==> config.mk <==
export PLATFORM = sky130hd
export DESIGN_NAME = eased_tween_interpolator
export DESIGN_NICKNAME = d
export VERILOG_FILES = /design/src/eti_pkg.sv /design/src/eased_tween_interpolator.sv
export SDC_FILE = /design/constraint.sdc
export NUM_CORES = 2
export LEC_CHECK = 0
export CAP_MARGIN = 20
export CORE_MARGIN = 2
export CORE_UTILIZATION = 35
export CTS_CLUSTER_DIAMETER = 30
export DETAILED_ROUTE_END_ITERATION = 10
export DONT_BUFFER_PORTS = 1
export HOLD_SLACK_MARGIN = 0.15
export SYNTH_ARGS = -nofsm -noshare
export SYNTH_HDL_FRONTEND = slang
export SYNTH_SLANG_ARGS = --single-unit
export TNS_END_PERCENT = 50
==> constraint.sdc <==
create_clock -name clock -period 21.9 [get_ports clock]
set_clock_uncertainty 0.1 [all_clocks]
set_input_delay 4.38 -clock clock [delete_from_list [all_inputs] [get_ports clock]]
set_output_delay 4.38 -clock clock [all_outputs]
set_load 0.01 [all_outputs]
==> src/eti_pkg.sv <==
// Shared types and constants of the eased tween interpolator.
package eti_pkg;

   // Input payload and configuration index widths.
   localparam int DELTA_W     = 16;
   localparam int CSR_INDEX_W = 4;

   // Configuration register indexes.
   localparam logic [CSR_INDEX_W-1:0] REG_DURATION = CSR_INDEX_W'(0);
   localparam logic [CSR_INDEX_W-1:0] REG_START    = CSR_INDEX_W'(1);
   localparam logic [CSR_INDEX_W-1:0] REG_END      = CSR_INDEX_W'(2);
   localparam logic [CSR_INDEX_W-1:0] REG_EASING   = CSR_INDEX_W'(3);

   // Easing curve codes.
   typedef enum logic [1:0] {
      EASE_LINEAR = 2'd0,
      EASE_IN     = 2'd1,
      EASE_OUT    = 2'd2,
      EASE_IN_OUT = 2'd3
   } ease_mode_type;

   // Sequencer states, one-hot.
   typedef enum logic [7:0] {
      ST_IDLE     = 8'b0000_0001,
      ST_CHECK    = 8'b0000_0010,
      ST_DIV      = 8'b0000_0100,
      ST_EASE_MUL = 8'b0000_1000,
      ST_EASE_FIX = 8'b0001_0000,
      ST_LERP_MUL = 8'b0010_0000,
      ST_LERP_ACC = 8'b0100_0000,
      ST_OUT      = 8'b1000_0000
   } state_type;

endpackage

==> src/eased_tween_interpolator.sv <==
// Top level of the eased tween interpolator: sequencer, divider and shared multiplier.
//
// Each tick transfer on req_ advances the tween by req_tdata time units (req_tuser
// set restarts it first) and produces exactly one rsp_ transfer with the eased,
// interpolated value and the finished flag. One tick is handled at a time: the
// block accepts and adds, compares, runs a restoring division (one quotient bit
// per cycle), forms the easing curve in the shared multiplier and scales it back
// (linear skips the scaling), multiplies and accumulates the interpolation product
// chunk by chunk (2 chunks at the default sizes), and hands the result to the
// output register. A tick whose elapsed time already reached the duration skips
// the division; a finished tween goes straight to the output step with its held
// value. The division loop takes up most of a tick. The output register lets the
// next tick be accepted while a result still waits; that tick then holds in its
// last step until the waiting result is taken.
// Configuration writes land at once and must only be issued while the block is idle.
module eased_tween_interpolator #(
   parameter int TIME_WIDTH    = 32,
   parameter int VALUE_WIDTH   = 32,
   parameter int FRACTION_BITS = 16
) (
   input  logic                                   clock,
   input  logic                                   reset,
   // Tick input
   input  logic                                   req_tvalid,
   output logic                                   req_tready,
   input  logic [eti_pkg::DELTA_W-1:0]            req_tdata,   // [15:0] time_step
   input  logic                                   req_tuser,   // [0] restart
   // Result output
   output logic                                   rsp_tvalid,
   input  logic                                   rsp_tready,
   output logic [((VALUE_WIDTH+7)/8)*8-1:0]       rsp_tdata,   // current_value, zero pad
   output logic                                   rsp_tuser,   // [0] finished
   // Configuration write port
   input  logic                                   csr_we,
   input  logic [eti_pkg::CSR_INDEX_W-1:0]        csr_index,
   input  logic [((TIME_WIDTH > VALUE_WIDTH) ? TIME_WIDTH : VALUE_WIDTH)-1:0] csr_wdata
);
   import eti_pkg::*;

   localparam int TW      = TIME_WIDTH;
   localparam int VW      = VALUE_WIDTH;
   localparam int FB      = FRACTION_BITS;
   localparam int OUT_W   = ((VW + 7) / 8) * 8;
   localparam int SUM_W   = ((TW > DELTA_W) ? TW : DELTA_W) + 1;
   localparam int D       = FB + 3;                 // multiplier operand width
   localparam int PROD_W  = 2 * D;
   localparam int MAG_W   = VW + 1;
   localparam int NCHUNK  = (MAG_W + D - 1) / D;
   localparam int CHUNK_CW = (NCHUNK > 1) ? $clog2(NCHUNK) : 1;
   localparam int ACC_W   = (NCHUNK + 1) * D;
   localparam int DIV_CW  = $clog2(FB);

   localparam logic [TW-1:0]     TIME_MAX = {TW{1'b1}};
   localparam logic [FB:0]       ONE_T    = (FB+1)'(1) << FB;
   localparam logic [FB:0]       HALF_T   = (FB+1)'(1) << (FB - 1);
   localparam logic [D-1:0]      ONE_D    = D'(1) << FB;
   localparam logic [PROD_W-1:0] ONE_SQ   = PROD_W'(1) << (2 * FB);

   // Configuration registers
   logic [TW-1:0] duration_ff;
   logic [VW-1:0] start_ff;
   logic [VW-1:0] end_ff;
   ease_mode_type mode_ff;

   // Tween state
   logic [TW-1:0] elapsed_ff, elapsed_in;
   logic          done_ff, done_in;
   logic [VW-1:0] held_ff, held_in;

   // Sequencer and datapath
   state_type           state_ff, state_in;
   logic [TW-1:0]       rem_ff, rem_in;
   logic [FB:0]         quo_ff, quo_in;
   logic [DIV_CW-1:0]   div_cnt_ff, div_cnt_in;
   logic [FB:0]         ease_ff, ease_in;
   logic [PROD_W-1:0]   prod_ff, prod_in;
   logic [MAG_W-1:0]    mag_ff, mag_in;
   logic                neg_ff, neg_in;
   logic [ACC_W-1:0]    acc_ff, acc_in;
   logic [CHUNK_CW-1:0] chunk_ff, chunk_in;
   // A one-cycle strobe, set in the cycle after the last accumulate, when the sum is complete.
   logic                held_pending_ff, held_pending_in;

   // Output register
   logic             rsp_valid_ff, rsp_valid_in;
   logic [VW-1:0]    rsp_value_ff, rsp_value_in;
   logic             rsp_fin_ff, rsp_fin_in;

   // Combinational helpers
   logic                 accept;
   logic [TW-1:0]        el_base;
   logic [SUM_W-1:0]     el_sum;
   logic [MAG_W-1:0]     diff;
   logic [TW:0]          rem_shift;
   logic [TW:0]          dur_ext;
   logic                 in_low;
   logic [D-1:0]         t_d;
   logic [D-1:0]         mul_a;
   logic [D-1:0]         mul_b;
   logic [NCHUNK*D-1:0]  mag_pad;
   logic [MAG_W-1:0]     scaled;
   logic [MAG_W-1:0]     start_ext;
   logic [MAG_W-1:0]     value_full;
   logic                 rsp_free;

   assign req_tready = (state_ff == ST_IDLE);
   assign accept     = req_tvalid && req_tready;
   assign rsp_tvalid = rsp_valid_ff;
   assign rsp_tdata  = OUT_W'(rsp_value_ff);
   assign rsp_tuser  = rsp_fin_ff;
   assign rsp_free   = !rsp_valid_ff || rsp_tready;

   // Elapsed-time sum, saturated in the sequencer; restart clears the base first.
   assign el_base = req_tuser ? '0 : elapsed_ff;
   assign el_sum  = SUM_W'(el_base) + SUM_W'(req_tdata);

   // Span between end and start, kept as sign and magnitude.
   assign diff = {end_ff[VW-1], end_ff} - {start_ff[VW-1], start_ff};

   // One restoring division step.
   assign rem_shift = {rem_ff, 1'b0};
   assign dur_ext   = {1'b0, duration_ff};

   assign in_low  = (quo_ff < HALF_T);
   assign t_d     = D'(quo_ff);
   assign mag_pad = (NCHUNK*D)'(mag_ff);

   // Shared multiplier operand select; product is registered every cycle.
   always_comb begin
      mul_a = '0;
      mul_b = '0;
      if (state_ff == ST_EASE_MUL) begin
         mul_b = t_d;
         unique case (mode_ff)
            EASE_IN:     mul_a = t_d;
            EASE_OUT:    mul_a = (ONE_D << 1) - t_d;
            EASE_IN_OUT: mul_a = in_low ? t_d : (ONE_D << 2) - (t_d << 1);
            default:     mul_a = t_d;
         endcase
      end else if (state_ff == ST_LERP_MUL) begin
         mul_a = mag_pad[chunk_ff * D +: D];
         mul_b = D'(ease_ff);
      end
   end
   assign prod_in = mul_a * mul_b;

   // Final sum: start plus or minus the scaled span.
   assign scaled     = MAG_W'(acc_ff >> FB);
   assign start_ext  = {start_ff[VW-1], start_ff};
   assign value_full = neg_ff ? (start_ext - scaled) : (start_ext + scaled);

   assign held_pending_in = (state_ff == ST_LERP_ACC) && (chunk_ff == CHUNK_CW'(NCHUNK - 1));

   // Sequencer
   always_comb begin
      state_in     = state_ff;
      elapsed_in   = elapsed_ff;
      done_in      = done_ff;
      held_in      = held_ff;
      rem_in       = rem_ff;
      quo_in       = quo_ff;
      div_cnt_in   = div_cnt_ff;
      ease_in      = ease_ff;
      mag_in       = mag_ff;
      neg_in       = neg_ff;
      acc_in       = acc_ff;
      chunk_in     = chunk_ff;
      rsp_value_in = rsp_value_ff;
      rsp_fin_in   = rsp_fin_ff;
      rsp_valid_in = rsp_valid_ff && !rsp_tready;

      unique case (state_ff)
         ST_IDLE: begin
            if (accept) begin
               neg_in = diff[MAG_W-1];
               mag_in = diff[MAG_W-1] ? (MAG_W'(0) - diff) : diff;
               if (req_tuser || !done_ff) begin
                  // Advance: saturate at the all-ones maximum.
                  done_in    = 1'b0;
                  elapsed_in = (el_sum > SUM_W'(TIME_MAX)) ? TIME_MAX : TW'(el_sum);
                  state_in   = ST_CHECK;
               end else begin
                  // Finished tween: drop the delta, answer with the held value.
                  state_in = ST_OUT;
               end
            end
         end
         ST_CHECK: begin
            done_in    = (elapsed_ff >= duration_ff);
            rem_in     = elapsed_ff;
            quo_in     = '0;
            div_cnt_in = '0;
            if (elapsed_ff >= duration_ff) begin
               quo_in   = ONE_T;
               state_in = ST_EASE_MUL;
            end else begin
               state_in = ST_DIV;
            end
         end
         ST_DIV: begin
            if (rem_shift >= dur_ext) begin
               rem_in = TW'(rem_shift - dur_ext);
               quo_in = {quo_ff[FB-1:0], 1'b1};
            end else begin
               rem_in = TW'(rem_shift);
               quo_in = {quo_ff[FB-1:0], 1'b0};
            end
            div_cnt_in = div_cnt_ff + DIV_CW'(1);
            if (div_cnt_ff == DIV_CW'(FB - 1)) begin
               state_in = ST_EASE_MUL;
            end
         end
         ST_EASE_MUL: begin
            acc_in   = '0;
            chunk_in = '0;
            if (mode_ff == EASE_LINEAR) begin
               ease_in  = quo_ff;
               state_in = ST_LERP_MUL;
            end else begin
               state_in = ST_EASE_FIX;
            end
         end
         ST_EASE_FIX: begin
            // Scale the curve product back to Q1.FB.
            if (mode_ff == EASE_IN_OUT && in_low) begin
               ease_in = (FB+1)'(prod_ff >> (FB - 1));
            end else if (mode_ff == EASE_IN_OUT) begin
               ease_in = (FB+1)'((prod_ff - ONE_SQ) >> FB);
            end else begin
               ease_in = (FB+1)'(prod_ff >> FB);
            end
            state_in = ST_LERP_MUL;
         end
         ST_LERP_MUL: begin
            state_in = ST_LERP_ACC;
         end
         ST_LERP_ACC: begin
            acc_in = acc_ff + (ACC_W'(prod_ff) << (chunk_ff * D));
            if (chunk_ff == CHUNK_CW'(NCHUNK - 1)) begin
               state_in = ST_OUT;
            end else begin
               chunk_in = chunk_ff + CHUNK_CW'(1);
               state_in = ST_LERP_MUL;
            end
         end
         ST_OUT: begin
            // Latch the new value on the first cycle here; a finished tween keeps its own.
            if (held_pending_ff) begin
               held_in = VW'(value_full);
            end
            // Hold here while an earlier result still waits in the output register.
            if (rsp_free) begin
               rsp_valid_in = 1'b1;
               rsp_fin_in   = done_ff;
               rsp_value_in = held_pending_ff ? VW'(value_full) : held_ff;
               state_in     = ST_IDLE;
            end
         end
         default: begin
            state_in = ST_IDLE;
         end
      endcase
   end

   // Configuration registers
   always_ff @(posedge clock) begin
      if (reset) begin
         duration_ff <= '0;
         start_ff    <= '0;
         end_ff      <= '0;
         mode_ff     <= EASE_LINEAR;
      end else if (csr_we) begin
         unique case (csr_index)
            REG_DURATION: duration_ff <= csr_wdata[TW-1:0];
            REG_START:    start_ff    <= csr_wdata[VW-1:0];
            REG_END:      end_ff      <= csr_wdata[VW-1:0];
            REG_EASING:   mode_ff     <= ease_mode_type'(csr_wdata[1:0]);
            default: begin
            end
         endcase
      end
   end

   // Control and tween state
   always_ff @(posedge clock) begin
      if (reset) begin
         state_ff        <= ST_IDLE;
         elapsed_ff      <= '0;
         done_ff         <= 1'b0;
         held_ff         <= '0;
         rsp_valid_ff    <= 1'b0;
         held_pending_ff <= 1'b0;
      end else begin
         state_ff        <= state_in;
         elapsed_ff      <= elapsed_in;
         done_ff         <= done_in;
         held_ff         <= held_in;
         rsp_valid_ff    <= rsp_valid_in;
         held_pending_ff <= held_pending_in;
      end
   end

   // Datapath payload
   always_ff @(posedge clock) begin
      rem_ff       <= rem_in;
      quo_ff       <= quo_in;
      div_cnt_ff   <= div_cnt_in;
      ease_ff      <= ease_in;
      prod_ff      <= prod_in;
      mag_ff       <= mag_in;
      neg_ff       <= neg_in;
      acc_ff       <= acc_in;
      chunk_ff     <= chunk_in;
      rsp_value_ff <= rsp_value_in;
      rsp_fin_ff   <= rsp_fin_in;
   end

endmodule

# After elaboration in Yosys (flattened, before gate mapping)
# Index checks and enable logic that the tools add are counted.
# totals
regBits,406
input_bits,58
out_inout_bits,35
wordCells,123
# op_classes
addsub,12
multipliers,2
order_cmp,4
eq_ne,19
shifts,2
muxes,37
reduce_logical,25
# op_table
op,count
32-bit 2-to-1 mux,6
57-bit case mux with 2 select lines,1
17-bit 2-to-1 mux,6
17-bit case mux with 2 select lines,2
32-bit case mux with 2 select lines,1
8-bit case mux with 8 select lines,1
32-bit subtractor,2
57-bit adder,1
19-bit 2-to-1 mux,3
38-bit by 6-bit left shift with 57-bit output,1
8-bit 2-to-1 mux,5
19-bit by 19-bit multiplier with 38-bit output,1
19-bit case mux with 2 select lines,1
38-bit by 7-bit variable part select with 19-bit output,1
32-bit by 16-bit adder with 33-bit output,1
33-bit by 32-bit greater-or-equal comparator with 1-bit output,1
"33-bit by 32-bit > comparator with 1-bit output, second input constant",1
"1-bit by 33-bit subtractor with 33-bit output, first input constant",1
32-bit by 32-bit subtractor with 33-bit output,1
"33-bit subtractor, second input constant",1
32-bit adder,1
32-bit greater-or-equal comparator,1
"18-bit by 17-bit subtractor with 19-bit output, first input constant",1
"19-bit by 18-bit subtractor with 19-bit output, first input constant",1
31 further kinds,59

# Depth between registers and ports, before layout
# depth
depth_word,5
depth_mapped,36
mapped_depth_nobuf,33

# Least setup slack after synthesis
# OpenSTA, ideal clock, no wires.
# synth_timing
path_type,reg2reg
start,register quo_ff[0]
end,register prod_ff[37]
setup_time_ns,0.072
arrival_ns,8.498
required_ns,21.728
setup_slack_ns,13.229
stages_incl_launch_ff,34
path_buffers,3
synth_period_minus_slack_ns,8.671
path_cell_list,edfxtp_1 > clkbuf_1 > inv_1 > ha_1 > nand2_1 > or3_1 > clkbuf_1 > nor3_1 > nand2_1 > xor2_1 > nor2_1 > o41ai_1 > clkbuf_1 > nand2_1 > fa_1 > fa_1 > fa_1 > inv_1 > fa_1 > fa_1 > inv_1 > fa_1 > inv_1 > ha_1 > and4_1 > a21oi_1 > nand2_1 > a22o_1 > a221o_1 > a221o_1 > a21oi_1 > o21ai_1 > a21oi_1 > xnor2_1
# synth_between
elab_chain_cells,5
elab_cells_between_ends,8
cone_classes,add/sub (2); mul (1); order compare (1); mux (4)
# synth_rtl
item,line_no,rtl
"start, declared",eased_tween_interpolator.sv:73,"logic [FB:0] quo_ff, quo_in;"
"start signal, assigned",eased_tween_interpolator.sv:306,quo_ff <= quo_in;
19-bit by 18-bit subtractor with 19-bit output / 17-bit by 16-bit < comparator with 1-bit output (equally long branches),"eased_tween_interpolator.sv:137, eased_tween_interpolator.sv:124",
19-bit 2-to-1 mux,eased_tween_interpolator.sv:137,EASE_IN_OUT: mul_a = in_low ? t_d : (ONE_D << 2) - (t_d << 1);
19-bit case mux with 2 select lines,eased_tween_interpolator.sv:134,unique case (mode_ff)
19-bit 2-to-1 mux,eased_tween_interpolator.sv:132,if (state_ff == ST_EASE_MUL) begin
19-bit by 19-bit multiplier with 38-bit output *,eased_tween_interpolator.sv:145,assign prod_in = mul_a * mul_b;
via prod_in[37],eased_tween_interpolator.sv:76,"logic [PROD_W-1:0] prod_ff, prod_in;"
"end signal, assigned",eased_tween_interpolator.sv:309,prod_ff <= prod_in;
"end, declared",eased_tween_interpolator.sv:76,
# The timed path passes the listed nets; every way through them passes the cells marked *.
# A chain may end at the register's enable or synchronous reset.

# Worst setup path after layout
# Ends and elaborated chain as after synthesis.

==> summary.md <==
| Metric | Value |
|---|---|
| Origin of the worst setup path | quo_ff[0] |
| Max Slew Vio Count | 0 |
| GRT overflow | 0 |
| Critical path's largest stage delay | between 500 and 600 ps |
| Critical path endpoint category | flip-flop |
| Fraction of registers with async set/reset | 0% |
| Final nets | between 4000 and 5000 |
| Port-buffer cells | 0 |
| Crit-path slowest cell | o22ai_1 |
| CP max FO | 8 |
| Worst R2R Start | quo_ff[0] |
| YS warnings | 0 |
| HPWL after DPL | just over 80000 um |
| First-pass GRT wire length | ~170000 um |
| Critical path class | reg -> reg |
| # diodes | 0 |
| Final Worst Setup Slack | 12270 ps |
| Initial core utilization | 35.4% |
| Via count | roughly 30000 |
| Core region area | about 100000 um2 |
| Hold Crit Class | reg -> reg |
| Worst-margin pin slew | 1080 ps |
| Post-CTS resize count | 0 |
| Worst slack at placement | 12170 ps |
| # H-tree levels | 3 |
| Fraction of layout cells with a size suffix above 1 | around 7.3% |
| Total track usage | 20.1% |
| Worst Setup EP | prod_ff[37] |
| DR iter-0 viols | around 2400 |
| GP Congestion | ~0.92 |
| Register area share after synthesis | 26.7% |
| Post-synth EDFFs | between 150 and 200 |
| Post-synth top area cell | edfxtp_1 |
| Pin count of the biggest net entering global routing | between 150 and 200 |
| DR vias/cell | between 5 and 6 |
| Clock Latency Late Sink | about 670 ps |
| Flop2flop setup slack | 12270 ps |
| Root Driver | clkbuf_16 |
| CTS tree | yes |
| Rel. slew slack | ~28% |
| Syn avg cell area | around 8.6 um2 |
| Worst Path Arrival | ~10000 ps |
| RSZ-0062 raised after global routing | no |
| Total wire length | approximately 110000 um |
| Area growth syn-to-layout | 13.3% |
| Post-CTS Hold Fix Bufs | 0 |
| IO Pins | 93 |
| Final setup violation count | 0 |
| Cell seen most often among critical-path stages | fa_1 |
| Post-synthesis cell count | 4271 |
| Synth area leaders | edfxtp_1 (15%), fa_1 (14%), dfxtp_1 (12%) |
| Final hold vios | 0 |
| Rows | around 120 |
| Post-route clock period utilization | between 40% and 50% |
| Fmax | roughly 100 MHz |
| Power Density | 62.7 nW/um2 |
| Max-Cap Viols | 0 |
| Synthesized area | ~37000 um2 |
| Min Tclk post-route | around 9600 ps |
| Clock sinks | ~400 |
| WP data required | 22390 ps |
| Fillers | just over 10000 |
| ANT nets after route | 0 |
| Clock Tree Buf Depth | 3 |
| Endpoint of the worst-slack reg-to-reg timing path | prod_ff[37] |
| Setup_tns | 0 ps |
| Antenna violations before repair | 0 |
| Total CTS buffers | 94 |
| Die Height | between 300 and 400 um |
| Most common flop cell mapped by yosys | dfxtp_1 |
| Number of remaining DRC errors | 0 |
| First-pass detailed-route iteration total | 5 |
| Syn nets | 4901 |
| Die ar. | 108000 um2 |
| Post-CTS Setup Bufs | 0 |
| Vias in the first global route | ~30000 |
| FF+latch count, synth | 397 |
| Yosys cell types | slightly below 90 |
| WL per Instance | ~19 um |
| Peak supply drop | around 0.064 mV |
| Status | completed |
| Pwr Total | roughly 0.0026 W |
| Post-synth top area share | 15.2% |
| Die width | about 330 um |
| Pleak | ~18 nW |
| Type of origin of the critical path | flip-flop |
| Clk pin slew, worst setup/hold paths | ~50 ps |
| R2R cell count | 31 |
[sequential cells by signal, indices dropped and copies added (netlist names), 2 cells and up]
register and count:
acc_ff 48, prod_ff 38, mag_ff 33, duration_ff 32, elapsed_ff 32, end_ff 32
held_ff 32, rem_ff 32, rsp_tdata 32, start_ff 32, ease_ff 17, quo_ff 17
state_ff 8, div_cnt_ff 4, mode_ff 2
[logic make-up (layout without fill, tap and decap cells)]
| group | after synthesis | count (layout) | synth area share (%) |
|---|---|---|---|
| fa+ha+maj | 572 | 572 | 24.8 |
| mux | 107 | 107 | 3.09 |
| compound gates | 957 | 957 | 16.4 |
| xor+xnor | 233 | 233 | 5.56 |
| simple gates | 1401 | 1401 | 17.1 |
| flops | 397 | 397 | 26.7 |
| buf+inv | 604 | 652 | 6.24 |
[power breakdown]
part           internal (W)  switching, W  leakage, nW
combinational      0.000125      0.000200         12.9
sequential         0.000815     0.0000241         3.33
clock              0.000960      0.000486         1.62
total               0.00190      0.000710         17.8
[per-layer routing]
metal / track usage (%) / part of all wire, %
met4: 5.60 / 2.6
met2: 33.5 / 47
met1: 26.5 / 43
met3: 4.02 / 7.0
met5: 0 / 0
[cells in the final DEF (no fill, tap or decap), types with 30 or more instances in the layout]
cell type  instances
o21ai_0          177
xnor2_1          154
inv_1            422
nor2_1           388
a31oi_1           36
nand2b_1          42
nand3_1           37
ha_1             312
mux2_2            51
nor2b_1           70
dfxtp_1          211
edfxtp_1         186
a21oi_1          336
o21bai_1          30
buf_4             52
nand2_1          591
xor2_1            79
fa_1             260
clkbuf_16        105
mux2i_1           56
a211oi_1          36
o21a_1            38
nor3_1            60
a21o_1           113
and2_1            59
[critical path: cells and delay by family, from the launching register on]
family,cells,cell delay [ps]
compound gates,9,2660
xor+xnor,2,300
fa+ha+maj,8,3610
buf+inv,5,580
flops,1,490
simple gates,7,1810
[synth_stat cells, drive strengths merged (56+ instances only)]
| library cell | n |
|---|---|
| mux2i | 56 |
| nor2b | 71 |
| clkbuf | 153 |
| nand2 | 593 |
| o21ai | 187 |
| inv | 423 |
| ha | 312 |
| dfxtp | 211 |
| nor3 | 64 |
| edfxtp | 186 |
| nor2 | 390 |
| xor2 | 79 |
| a21oi | 339 |
| xnor2 | 154 |
| a21o | 113 |
| and2 | 60 |
| fa | 260 |
[worst min path at each step]
| stage | startpoint | to | slack, ps | cells after the start |
|---|---|---|---|---|
| after floorplan | held_ff[26] | held_ff[26] | 330 | 2 |
| after global placement | held_ff[17] | held_ff[17] | 340 | 2 |
| after detailed placement | duration_ff[24] | duration_ff[24] | 340 | 2 |
| after CTS | duration_ff[11] | duration_ff[11] | 350 | 2 |
| after global routing | duration_ff[6] | duration_ff[6] | 370 | 2 |
| final | held_ff[12] | held_ff[12] | 350 | 2 |
[area by class of cell]
type                            count  area [um2]  area share, %
Clock inverter                     59         644           1.55
Timing Repair Buffer               54         433           1.04
Tap cell                         1380        1730           4.15
Inverter                          423        1590           3.82
Multi-Input combinational cell   3270       24700           59.3
Sequential cell                   397        9810           23.6
Clock buffer                      116        2720           6.53
[per-stage QoR]
step | area, um2 | hold WS, ps | utilization (%) | std cells
6_report | 41600 | 350 | 40.1 | 5699
5_1_grt | 41600 | 367 | 40.1 | 5699
4_1_cts | 41600 | 349 | 40.1 | 5697
3_5_place_dp | 38200 | 343 | 36.8 | 5522
2_1_floorplan | 36700 | 329 | - | 4271
3_3_place_gp | 38200 | 335 | 36.8 | 5520
No activity file was read; power rests on OpenSTA's default activity.
